--- src/rtl/tfvs_pkg.sv ---
// ----------------------------------------------------------------------------
// Tank fill valve sequencer package
// Shared types and constants: register indexes, controller states, fill
// steps and the fixed widths of the level arithmetic.
// ----------------------------------------------------------------------------
`timescale 1ns / 1ps
`default_nettype none

package tfvs_pkg;

  // Register indexes on the configuration port.
  localparam logic [2:0] REG_TANK_HEIGHT = 3'd0;
  localparam logic [2:0] REG_SOUND_SPEED = 3'd1;
  localparam logic [2:0] REG_LOW_LEVEL   = 3'd2;
  localparam logic [2:0] REG_HIGH_LEVEL  = 3'd3;
  localparam logic [2:0] REG_VALVE_DELAY = 3'd4;

  // Reset values of the registers.
  localparam logic [11:0] TANK_HEIGHT_RST = 12'd90;
  localparam logic [15:0] SOUND_SPEED_RST = 16'd22479;
  localparam logic [9:0]  LOW_LEVEL_RST   = 10'd333;
  localparam logic [9:0]  HIGH_LEVEL_RST  = 10'd556;
  localparam logic [15:0] VALVE_DELAY_RST = 16'd1000;

  // Echoes longer than this are treated as a sensor timeout.
  localparam logic [14:0] ECHO_TIMEOUT_US = 15'd26000;

  // Full scale of the level, in tenths of a percent.
  localparam logic [9:0] LEVEL_MAX = 10'd1000;

  // Last step indexes of the multiply (echo width less one) and of the level divide (quotient bits less one).
  localparam logic [3:0] MUL_LAST = 4'd14;
  localparam logic [3:0] DIV_LAST = 4'd10;

  localparam logic [15:0] ELAPSED_MAX = 16'hFFFF;

  typedef enum logic [2:0] {
    ST_IDLE,
    ST_MUL,
    ST_PREP,
    ST_DIV,
    ST_DONE
  } state_t;

  typedef enum logic [2:0] {
    STEP_WAIT  = 3'd0,
    STEP_MAIN  = 3'd1,
    STEP_TANK  = 3'd2,
    STEP_PUMP  = 3'd3,
    STEP_STOP  = 3'd4,
    STEP_CLOSE = 3'd5
  } step_t;

endpackage

`default_nettype wire

--- src/rtl/tank_fill_valve_sequencer.sv ---
// ----------------------------------------------------------------------------
// Tank fill valve sequencer
// Turns ultrasonic echo times into a tank level and drives a six-step
// fill sequence for the main valve, the tank valve and the pump.
// ----------------------------------------------------------------------------
//
//   Channel  Direction  Payload (lowest bit first)
//   in_      slave      tuser: echo_valid; tdata: echo_us[14:0], one pad bit
//   out_     master     tdata: main_valve_open, tank_valve_open, pump_on,
//                       step_now[2:0], level_now[9:0], sensor_timeout,
//                       fill_done, six pad bits
//   cfg_     write      cfg_addr selects the register, cfg_wdata its value
//
// An item with a good echo is accepted, then passes the bit-serial multiply
// of echo time by sound speed (one echo bit a cycle), a step that forms the
// water column, the restoring divide that scales it to tenths of a percent
// (one quotient bit a cycle) and the sequencer update. An item without a
// measurement, or with a timed-out echo, goes from acceptance straight to
// the sequencer update. The result register holds one item; while it waits
// for out_tready the block finishes the next item's arithmetic and then holds.
// rst_n is synchronous and active low.
//
`timescale 1ns / 1ps
`default_nettype none

module tank_fill_valve_sequencer
  import tfvs_pkg::*;
(
  input  wire logic        clk,
  input  wire logic        rst_n,
  // Input items, one per millisecond tick.
  input  wire logic        in_tvalid,
  output logic             in_tready,
  input  wire logic [15:0] in_tdata,   // [14:0] echo_us, [15] zero pad
  input  wire logic        in_tuser,   // [0] echo_valid
  // Result items, one per tick.
  output logic             out_tvalid,
  input  wire logic        out_tready,
  output logic [23:0]      out_tdata,  // [0] main_valve_open, [1] tank_valve_open,
                                       // [2] pump_on, [5:3] step_now,
                                       // [15:6] level_now, [16] sensor_timeout,
                                       // [17] fill_done, [23:18] zero pad
  // Configuration writes.
  input  wire logic        cfg_we,
  input  wire logic [2:0]  cfg_addr,
  input  wire logic [15:0] cfg_wdata
);

  // Configuration registers.
  logic [11:0] height_r;
  logic [15:0] speed_r;
  logic [9:0]  low_r;
  logic [9:0]  high_r;
  logic [15:0] delay_r;

  // Controller and arithmetic registers.
  state_t      state_r, state_nxt;
  logic [3:0]  cnt_r, cnt_nxt;
  logic [30:0] prod_r, prod_nxt;    // upper part accumulates, lower part holds the echo bits
  logic [11:0] rem_r, rem_nxt;
  logic [10:0] dend_r, dend_nxt;    // dividend bits shift out, quotient bits shift in
  logic        tout_r, tout_nxt;

  // Architectural state.
  logic [9:0]  level_r, level_nxt;
  step_t       step_r, step_nxt;
  logic [15:0] elapsed_r, elapsed_nxt;

  // Result register.
  logic        out_valid_r, out_valid_nxt;
  logic [23:0] out_data_r, out_data_nxt;

  // Controller outputs.
  logic        accept;
  logic        finish;

  // Arithmetic intermediates.
  logic [14:0] echo;
  logic        echo_bad;
  logic [16:0] mul_sum;
  logic [13:0] dist_mm;
  logic [11:0] column;
  logic [21:0] dividend;
  logic [12:0] trial;
  logic        trial_ge;
  logic [12:0] trial_diff;
  logic [10:0] quot;

  // Sequencer intermediates.
  logic [15:0] count;
  logic        due;
  logic        done_flag;

  assign echo     = in_tdata[14:0];
  assign echo_bad = (echo == 15'd0) || (echo > ECHO_TIMEOUT_US);

  // ---------------------------------------------------------------------------
  // Configuration port. Writes to indexes beyond the list are ignored.
  // ---------------------------------------------------------------------------
  always_ff @(posedge clk) begin
    if (!rst_n) begin
      height_r <= TANK_HEIGHT_RST;
      speed_r  <= SOUND_SPEED_RST;
      low_r    <= LOW_LEVEL_RST;
      high_r   <= HIGH_LEVEL_RST;
      delay_r  <= VALVE_DELAY_RST;
    end else if (cfg_we) begin
      case (cfg_addr)
        REG_TANK_HEIGHT: height_r <= cfg_wdata[11:0];
        REG_SOUND_SPEED: speed_r  <= cfg_wdata;
        REG_LOW_LEVEL:   low_r    <= cfg_wdata[9:0];
        REG_HIGH_LEVEL:  high_r   <= cfg_wdata[9:0];
        REG_VALVE_DELAY: delay_r  <= cfg_wdata;
        default: ;
      endcase
    end
  end

  // ---------------------------------------------------------------------------
  // Next state of the controller.
  // ---------------------------------------------------------------------------
  always_comb begin
    state_nxt = state_r;
    case (state_r)
      ST_IDLE: begin
        if (in_tvalid) begin
          // Only a good echo needs the arithmetic; everything else goes
          // straight to the sequencer update.
          state_nxt = (in_tuser && !echo_bad) ? ST_MUL : ST_DONE;
        end
      end
      ST_MUL: begin
        if (cnt_r == MUL_LAST) begin
          state_nxt = ST_PREP;
        end
      end
      ST_PREP: begin
        // A zero tank height reads as an empty tank; the divide is skipped.
        state_nxt = (height_r == 12'd0) ? ST_DONE : ST_DIV;
      end
      ST_DIV: begin
        if (cnt_r == DIV_LAST) begin
          state_nxt = ST_DONE;
        end
      end
      ST_DONE: begin
        if (!out_valid_r || out_tready) begin
          state_nxt = ST_IDLE;
        end
      end
      default: state_nxt = ST_IDLE;
    endcase
  end

  // ---------------------------------------------------------------------------
  // Controller outputs.
  // ---------------------------------------------------------------------------
  always_comb begin
    in_tready = 1'b0;
    finish    = 1'b0;
    case (state_r)
      ST_IDLE: in_tready = 1'b1;
      ST_DONE: finish    = !out_valid_r || out_tready;
      default: ;
    endcase
  end

  assign accept = in_tvalid && in_tready;

  // ---------------------------------------------------------------------------
  // Level arithmetic: shift-and-add multiply, then restoring divide.
  // ---------------------------------------------------------------------------
  always_comb begin
    // Multiply step: add the sound speed when the current echo bit is set,
    // then shift the whole accumulator right by one.
    mul_sum = {1'b0, prod_r[30:15]} + (prod_r[0] ? {1'b0, speed_r} : 17'd0);

    // Distance in mm is the product shifted down by 17; the water column is
    // the tank height less that, floored at zero.
    dist_mm = prod_r[30:17];
    column  = (dist_mm >= {2'b00, height_r}) ? 12'd0 : (height_r - dist_mm[11:0]);
    // column * 1000 as column * (1024 - 16 - 8).
    dividend = {column, 10'd0} - {6'd0, column, 4'd0} - {7'd0, column, 3'd0};

    // Divide step. The column never exceeds the height, so the quotient fits
    // in 11 bits and the upper 11 dividend bits start below the divisor.
    trial      = {rem_r, dend_r[10]};
    trial_ge   = trial >= {1'b0, height_r};
    trial_diff = trial - {1'b0, height_r};
    quot       = {dend_r[9:0], trial_ge};
  end

  always_comb begin
    cnt_nxt   = cnt_r;
    prod_nxt  = prod_r;
    rem_nxt   = rem_r;
    dend_nxt  = dend_r;
    tout_nxt  = tout_r;
    level_nxt = level_r;
    case (state_r)
      ST_IDLE: begin
        if (accept) begin
          prod_nxt = {16'd0, echo};
          tout_nxt = in_tuser && echo_bad;
          cnt_nxt  = 4'd0;
        end
      end
      ST_MUL: begin
        prod_nxt = {mul_sum, prod_r[14:1]};
        cnt_nxt  = cnt_r + 4'd1;
      end
      ST_PREP: begin
        rem_nxt  = {1'b0, dividend[21:11]};
        dend_nxt = dividend[10:0];
        cnt_nxt  = 4'd0;
        if (height_r == 12'd0) begin
          level_nxt = 10'd0;
        end
      end
      ST_DIV: begin
        rem_nxt  = trial_ge ? trial_diff[11:0] : trial[11:0];
        dend_nxt = quot;
        cnt_nxt  = cnt_r + 4'd1;
        if (cnt_r == DIV_LAST) begin
          level_nxt = (quot > {1'b0, LEVEL_MAX}) ? LEVEL_MAX : quot[9:0];
        end
      end
      default: ;
    endcase
  end

  // ---------------------------------------------------------------------------
  // Fill sequencer. It runs once per item, after the level has been updated.
  // The elapsed count saturates and is cleared by every action that starts a
  // timed wait.
  // ---------------------------------------------------------------------------
  always_comb begin
    count       = (elapsed_r == ELAPSED_MAX) ? ELAPSED_MAX : (elapsed_r + 16'd1);
    due         = count >= delay_r;
    step_nxt    = step_r;
    elapsed_nxt = elapsed_r;
    done_flag   = 1'b0;
    if (finish) begin
      elapsed_nxt = count;
      case (step_r)
        STEP_WAIT: begin
          if (level_r < low_r) begin
            step_nxt    = STEP_MAIN;
            elapsed_nxt = 16'd0;
          end
        end
        STEP_MAIN: begin
          if (due) begin
            step_nxt    = STEP_TANK;
            elapsed_nxt = 16'd0;
          end
        end
        STEP_TANK: begin
          if (due) begin
            step_nxt = STEP_PUMP;
          end
        end
        STEP_PUMP: begin
          if (level_r > high_r) begin
            step_nxt    = STEP_STOP;
            elapsed_nxt = 16'd0;
          end
        end
        STEP_STOP: begin
          if (due) begin
            step_nxt    = STEP_CLOSE;
            elapsed_nxt = 16'd0;
          end
        end
        STEP_CLOSE: begin
          if (due) begin
            step_nxt  = STEP_WAIT;
            done_flag = 1'b1;
          end
        end
        default: step_nxt = STEP_WAIT;
      endcase
    end
  end

  // ---------------------------------------------------------------------------
  // Result register. The drives follow directly from the new step.
  // ---------------------------------------------------------------------------
  always_comb begin
    out_valid_nxt = out_valid_r && !out_tready;
    out_data_nxt  = out_data_r;
    if (finish) begin
      out_valid_nxt = 1'b1;
      out_data_nxt  = {6'd0,
                       done_flag,
                       tout_r,
                       level_r,
                       step_nxt,
                       (step_nxt == STEP_PUMP),
                       (step_nxt == STEP_TANK) || (step_nxt == STEP_PUMP) ||
                         (step_nxt == STEP_STOP),
                       (step_nxt != STEP_WAIT)};
    end
  end

  always_ff @(posedge clk) begin
    if (!rst_n) begin
      state_r     <= ST_IDLE;
      cnt_r       <= 4'd0;
      tout_r      <= 1'b0;
      level_r     <= 10'd0;
      step_r      <= STEP_WAIT;
      elapsed_r   <= 16'd0;
      out_valid_r <= 1'b0;
    end else begin
      state_r     <= state_nxt;
      cnt_r       <= cnt_nxt;
      tout_r      <= tout_nxt;
      level_r     <= level_nxt;
      step_r      <= step_nxt;
      elapsed_r   <= elapsed_nxt;
      out_valid_r <= out_valid_nxt;
    end
  end

  always_ff @(posedge clk) begin
    prod_r     <= prod_nxt;
    rem_r      <= rem_nxt;
    dend_r     <= dend_nxt;
    out_data_r <= out_data_nxt;
  end

  assign out_tvalid = out_valid_r;
  assign out_tdata  = out_data_r;

endmodule

`default_nettype wire

--- config.mk ---
export PLATFORM = sky130hd
export DESIGN_NAME = tank_fill_valve_sequencer
export DESIGN_NICKNAME = d
export VERILOG_FILES = /design/src/rtl/tfvs_pkg.sv /design/src/rtl/tank_fill_valve_sequencer.sv
export SDC_FILE = /design/constraint.sdc
export NUM_CORES = 1
export LEC_CHECK = 0
export ABC_CLOCK_PERIOD_IN_PS = 5700
export BUFFER_PORTS_ARGS = -buffer_cell sky130_fd_sc_hd__buf_2
export CORE_UTILIZATION = 60
export CTS_CLUSTER_SIZE = 16
export DETAILED_ROUTE_END_ITERATION = 12
export HOLD_SLACK_MARGIN = 0.1
export PLACE_DENSITY = 0.78
export SETUP_SLACK_MARGIN = 0.1
export SYNTH_ARGS = -nofsm -noshare
export SYNTH_HDL_FRONTEND = slang
export SYNTH_SLANG_ARGS = --single-unit
--- constraint.sdc ---
create_clock -name clk -period 5.7 [get_ports clk]
set_input_delay 0.57 -clock clk [delete_from_list [all_inputs] [get_ports clk]]
set_output_delay 0.57 -clock clk [all_outputs]
set_load 0.005 [all_outputs]
==> summary.txt <==
Min path
  – HP Class: input port to register
  – Hold depth: 3
  – Hold_sp: cfg_wdata[14]
  – Hold EP: speed_r[14]$_SDFFE_PN1P_

Routing
  – Via count: 9181
  – DRC violation count after routing: 0
  – Avg WL per Cell: 16.5 um
  – Via/cell ratio: 5.85
  – DR pass1 iterations: 5
  – Initial DRC count: 678
  – Overall routed net length: 25900 um
  – Routed Antenna Nets: 0

GRT
  – First-pass GRT wire length: 40700 um
  – Pin count of the biggest net entering global routing: 47
  – Vias in the first global route: 8367
  – Initial antenna violation count: 0
  – Gr usage total: 28.0%
  – GRT Residual Overflow: 0

STA
  – Fmax: 0.193 GHz
  – Setup Skew: 0.0124 ns
  – Minimum clock period: 5.19 ns
  – # setup viols final: 0
  – Worst rel slew slack: 29.3%
  – Tightest Pin Transition: 1.06 ns
  – Number of slew-limit violations in the final report: 0
  – Setup TNS: 0 ns
  – Unrepaired setup endpoints after global routing: no
  – Fin crit share: 91.1%
  – Hold Fails Final Rpt: 0

Die
  – Die Area: 19000 sq um
  – Ports: 67
  – Initial Util: 61.3%
  – Die Wd: 138 um
  – Row cnt: 49
  – Chip height: 138 um
  – Core Region: 18000 sq um

Power and ir drop
  – VDD IR max: 0.000753 V
  – Power Dens Cells: 566 nW/um^2
  – Leakage dissipation: 5.36 nW

Setup path
  – R2r endpoint: rem_r[10]$_DFFE_PN_
  – Worst-path fanout max: 9
  – Flop2flop setup slack: 0.51 ns
  – Crit path kind: register to register
  – R2r worst-path depth: 20
  – Startpoint class of the critical path: register
  – Top Family by Delay on Critical Path: compound AO/OA/AOI/OAI gates
  – Cell mode on critical path: a21oi_1
  – CP max stage cell: fa_1
  – Critical Path Start: prod_r[17]$_SDFFCE_PN0P_
  – Worst EP arrival: 5.35 ns
  – Buf/Inv on CP: 1
  – WP depth: 20
  – Largest stage delay, worst path: 0.54 ns
  – Reg2Reg Launch Point: prod_r[17]$_SDFFCE_PN0P_
  – Crit. End Element: register
  – Required @ worst endpoint: 5.86 ns
  – CP Cell Sequence: ha_1 -> inv_1 -> fa_1 -> a21oi_1 -> o21ai_0 -> a21oi_1 -> o21bai_1 -> xor2_1 -> nand2_1 -> fa_1 -> ha_1 -> a211o_1 -> nor3_1 -> and3_1 -> nor3_1 -> a21boi_0 -> o21ai_0 -> a21oi_1 -> xnor2_1 -> a21oi_1

CTS
  – CTS root buf: clkbuf_16
  – # clock sinks: 174
  – CTS tree: yes
  – Post-CTS Setup Inserts: 0
  – Clock Pin Slew Worst Setup and Hold Paths: 0.07 ns
  – Clock latency on the worst-skew pair: 0.43 ns
  – Depth of the CTS H-tree: 4
  – CTS Buffer Depth: 2
  – Total CTS buffers: 17

Placement
  – Placer Congestion: 0.904
  – HPWL Detailed: 19100 um
  – IO buf count: 59

Flow run
  – Max_cap viols: 0

Final layout
  – Share of cells above drive strength 1: 8.81%
  – Area Overhead vs Synth: 8.89%
  – Final Util: 66.8%
  – N_diodes: 0
  – Final nets: 1490

Synthesis
  – Synth warn: 0
  – EDFF count, synth: 72
  – Sequential area share after synthesis: 38.0%
  – Post-synthesis cell type count: 69
  – Gate count of the mapped netlist: 1283
  – Asr flop ratio synth: 0%
  – Flops & latches, synth: 174
  – Synth Area per Inst: 8.62 sq um
  – Post-Syn Area: 11100 sq um
  – Ys flop type: dfxtp_1

Run status
  – Status: complete, no violations
## timing repair
action,CTS,global route
hold buffers,0,0
endpoints found under the setup margin,0,1
resized for setup,0,1
## power breakdown
part	leakage (nW)	internal (W)	total, W	switching [W]
sequential	1.52	0.00167	0.00178	0.000117
combinational	3.59	0.00166	0.00395	0.00229
clock	0.259	0.000562	0.00108	0.000517
total	5.36	0.00389	0.00681	0.00292
## final cells by class
class | count | area, sq um
Sequential cell | 174 | 4200
Inverter | 104 | 390
Timing Repair Buffer | 67 | 355
Tap cell | 229 | 287
Clock buffer | 17 | 425
Fill cell | 1475 | 5990
Multi-Input combinational cell | 963 | 6260
Clock inverter | 15 | 109
## cell families after synthesis
family | count (synthesis) | synth area share [%]
other | 1 | 0.0339
muxes | 9 | 0.849
DFF | 174 | 38.0
adders and majority gates | 122 | 14.4
buffers and inverters | 151 | 5.48
xor gates and xnor gates | 53 | 4.20
and+or+nand+nor | 482 | 19.9
AOI/OAI and AO/OA | 291 | 17.1
## Yosys cell counts, drive strengths merged (5+ instances only)
cell type    n  area, sq um
clkbuf      36          135
inv        104          390
nand4        9         56.3
nand2      245          920
o21ai       53          265
nor3        22          110
mux2i        6         60.1
a21oi       99          495
o211ai      26          220
nor2b       16          100
and3        19          119
ha         114         1430
or3          5         31.3
fa           8          160
a221oi       5         43.8
nor2        63          236
nor4         6         37.5
nand3       35          175
a31oi        9         56.3
or2          7         43.8
a22o        19          166
nand2b      15         93.8
xor2        22          193
a21o        27          203
o21a        11         82.6
and2        25          156
edfxtp      72         2160
dfxtp      102         2040
buf         11         80.1
xnor2       31          272
## worst min-delay path, cell delays in order
cell	delay, ns
buf_2	0.09
nand2_1	0.04
nand3_1	0.06
## state kept, by name, summed over array words and instances, names as in the netlist, 4 cells and up
name and cells:
height_r 12, rem_r 12, delay_r 16, high_r 10, dend_r 11, cnt_r 4, out_tdata 18, elapsed_r 16
speed_r 16, level_r 10, low_r 10, prod_r 31
## worst max path at each step
stage	end	slack [ns]
after floorplan	rem_r[10]$_DFFE_PN_	1.17
after detailed placement	rem_r[10]$_DFFE_PN_	0.52
after global routing	rem_r[10]$_DFFE_PN_	0.17
after global placement	rem_r[10]$_DFFE_PN_	0.69
final	rem_r[10]$_DFFE_PN_	0.51
after CTS	rem_r[10]$_DFFE_PN_	0.51
## metrics by stage
step                hold slack, ns  instances  cell area [sq um]  power [W]  setup slack (ns)
CTS                          0.362       1569              12000    0.00675             0.509
finish                       0.365       1569              12000    0.00681             0.509
global placement             0.424       1537              11500    0.00553             0.691
detailed placement           0.435       1537              11500    0.00565             0.520
global route                 0.366       1569              12000    0.00734             0.168
floorplan                    0.409       1288              11100    0.00478              1.17
## routing by layer
layer	track usage [%]	vias up	part of all wire, %
met5	0	-	0
met4	9.96	0	2.7
met3	4.53	50	5.3
met2	45.5	269	46
met1	37.6	4294	46
li1	-	4568	-
## placed cells by master (no fill, tap or decap), types with 8 or more instances in the layout
| master | instances |
|---|---|
| o211ai_1 | 21 |
| o21ai_0 | 43 |
| and2_1 | 23 |
| a31oi_1 | 9 |
| o21a_1 | 11 |
| nor2_1 | 63 |
| and3_1 | 19 |
| dfxtp_1 | 102 |
| ha_1 | 114 |
| nor3_1 | 22 |
| xor2_1 | 22 |
| fa_1 | 8 |
| inv_1 | 103 |
| a21oi_1 | 99 |
| nand2_1 | 245 |
| nand3_1 | 35 |
| nand4_1 | 9 |
| buf_2 | 59 |
| xnor2_1 | 31 |
| nor2b_1 | 15 |
| edfxtp_1 | 72 |
| o21ai_1 | 10 |
| a22o_1 | 19 |
| nand2b_1 | 15 |
| clkbuf_16 | 17 |
| buf_4 | 8 |
| a21o_1 | 27 |
Power figures use the tool's default switching activity.
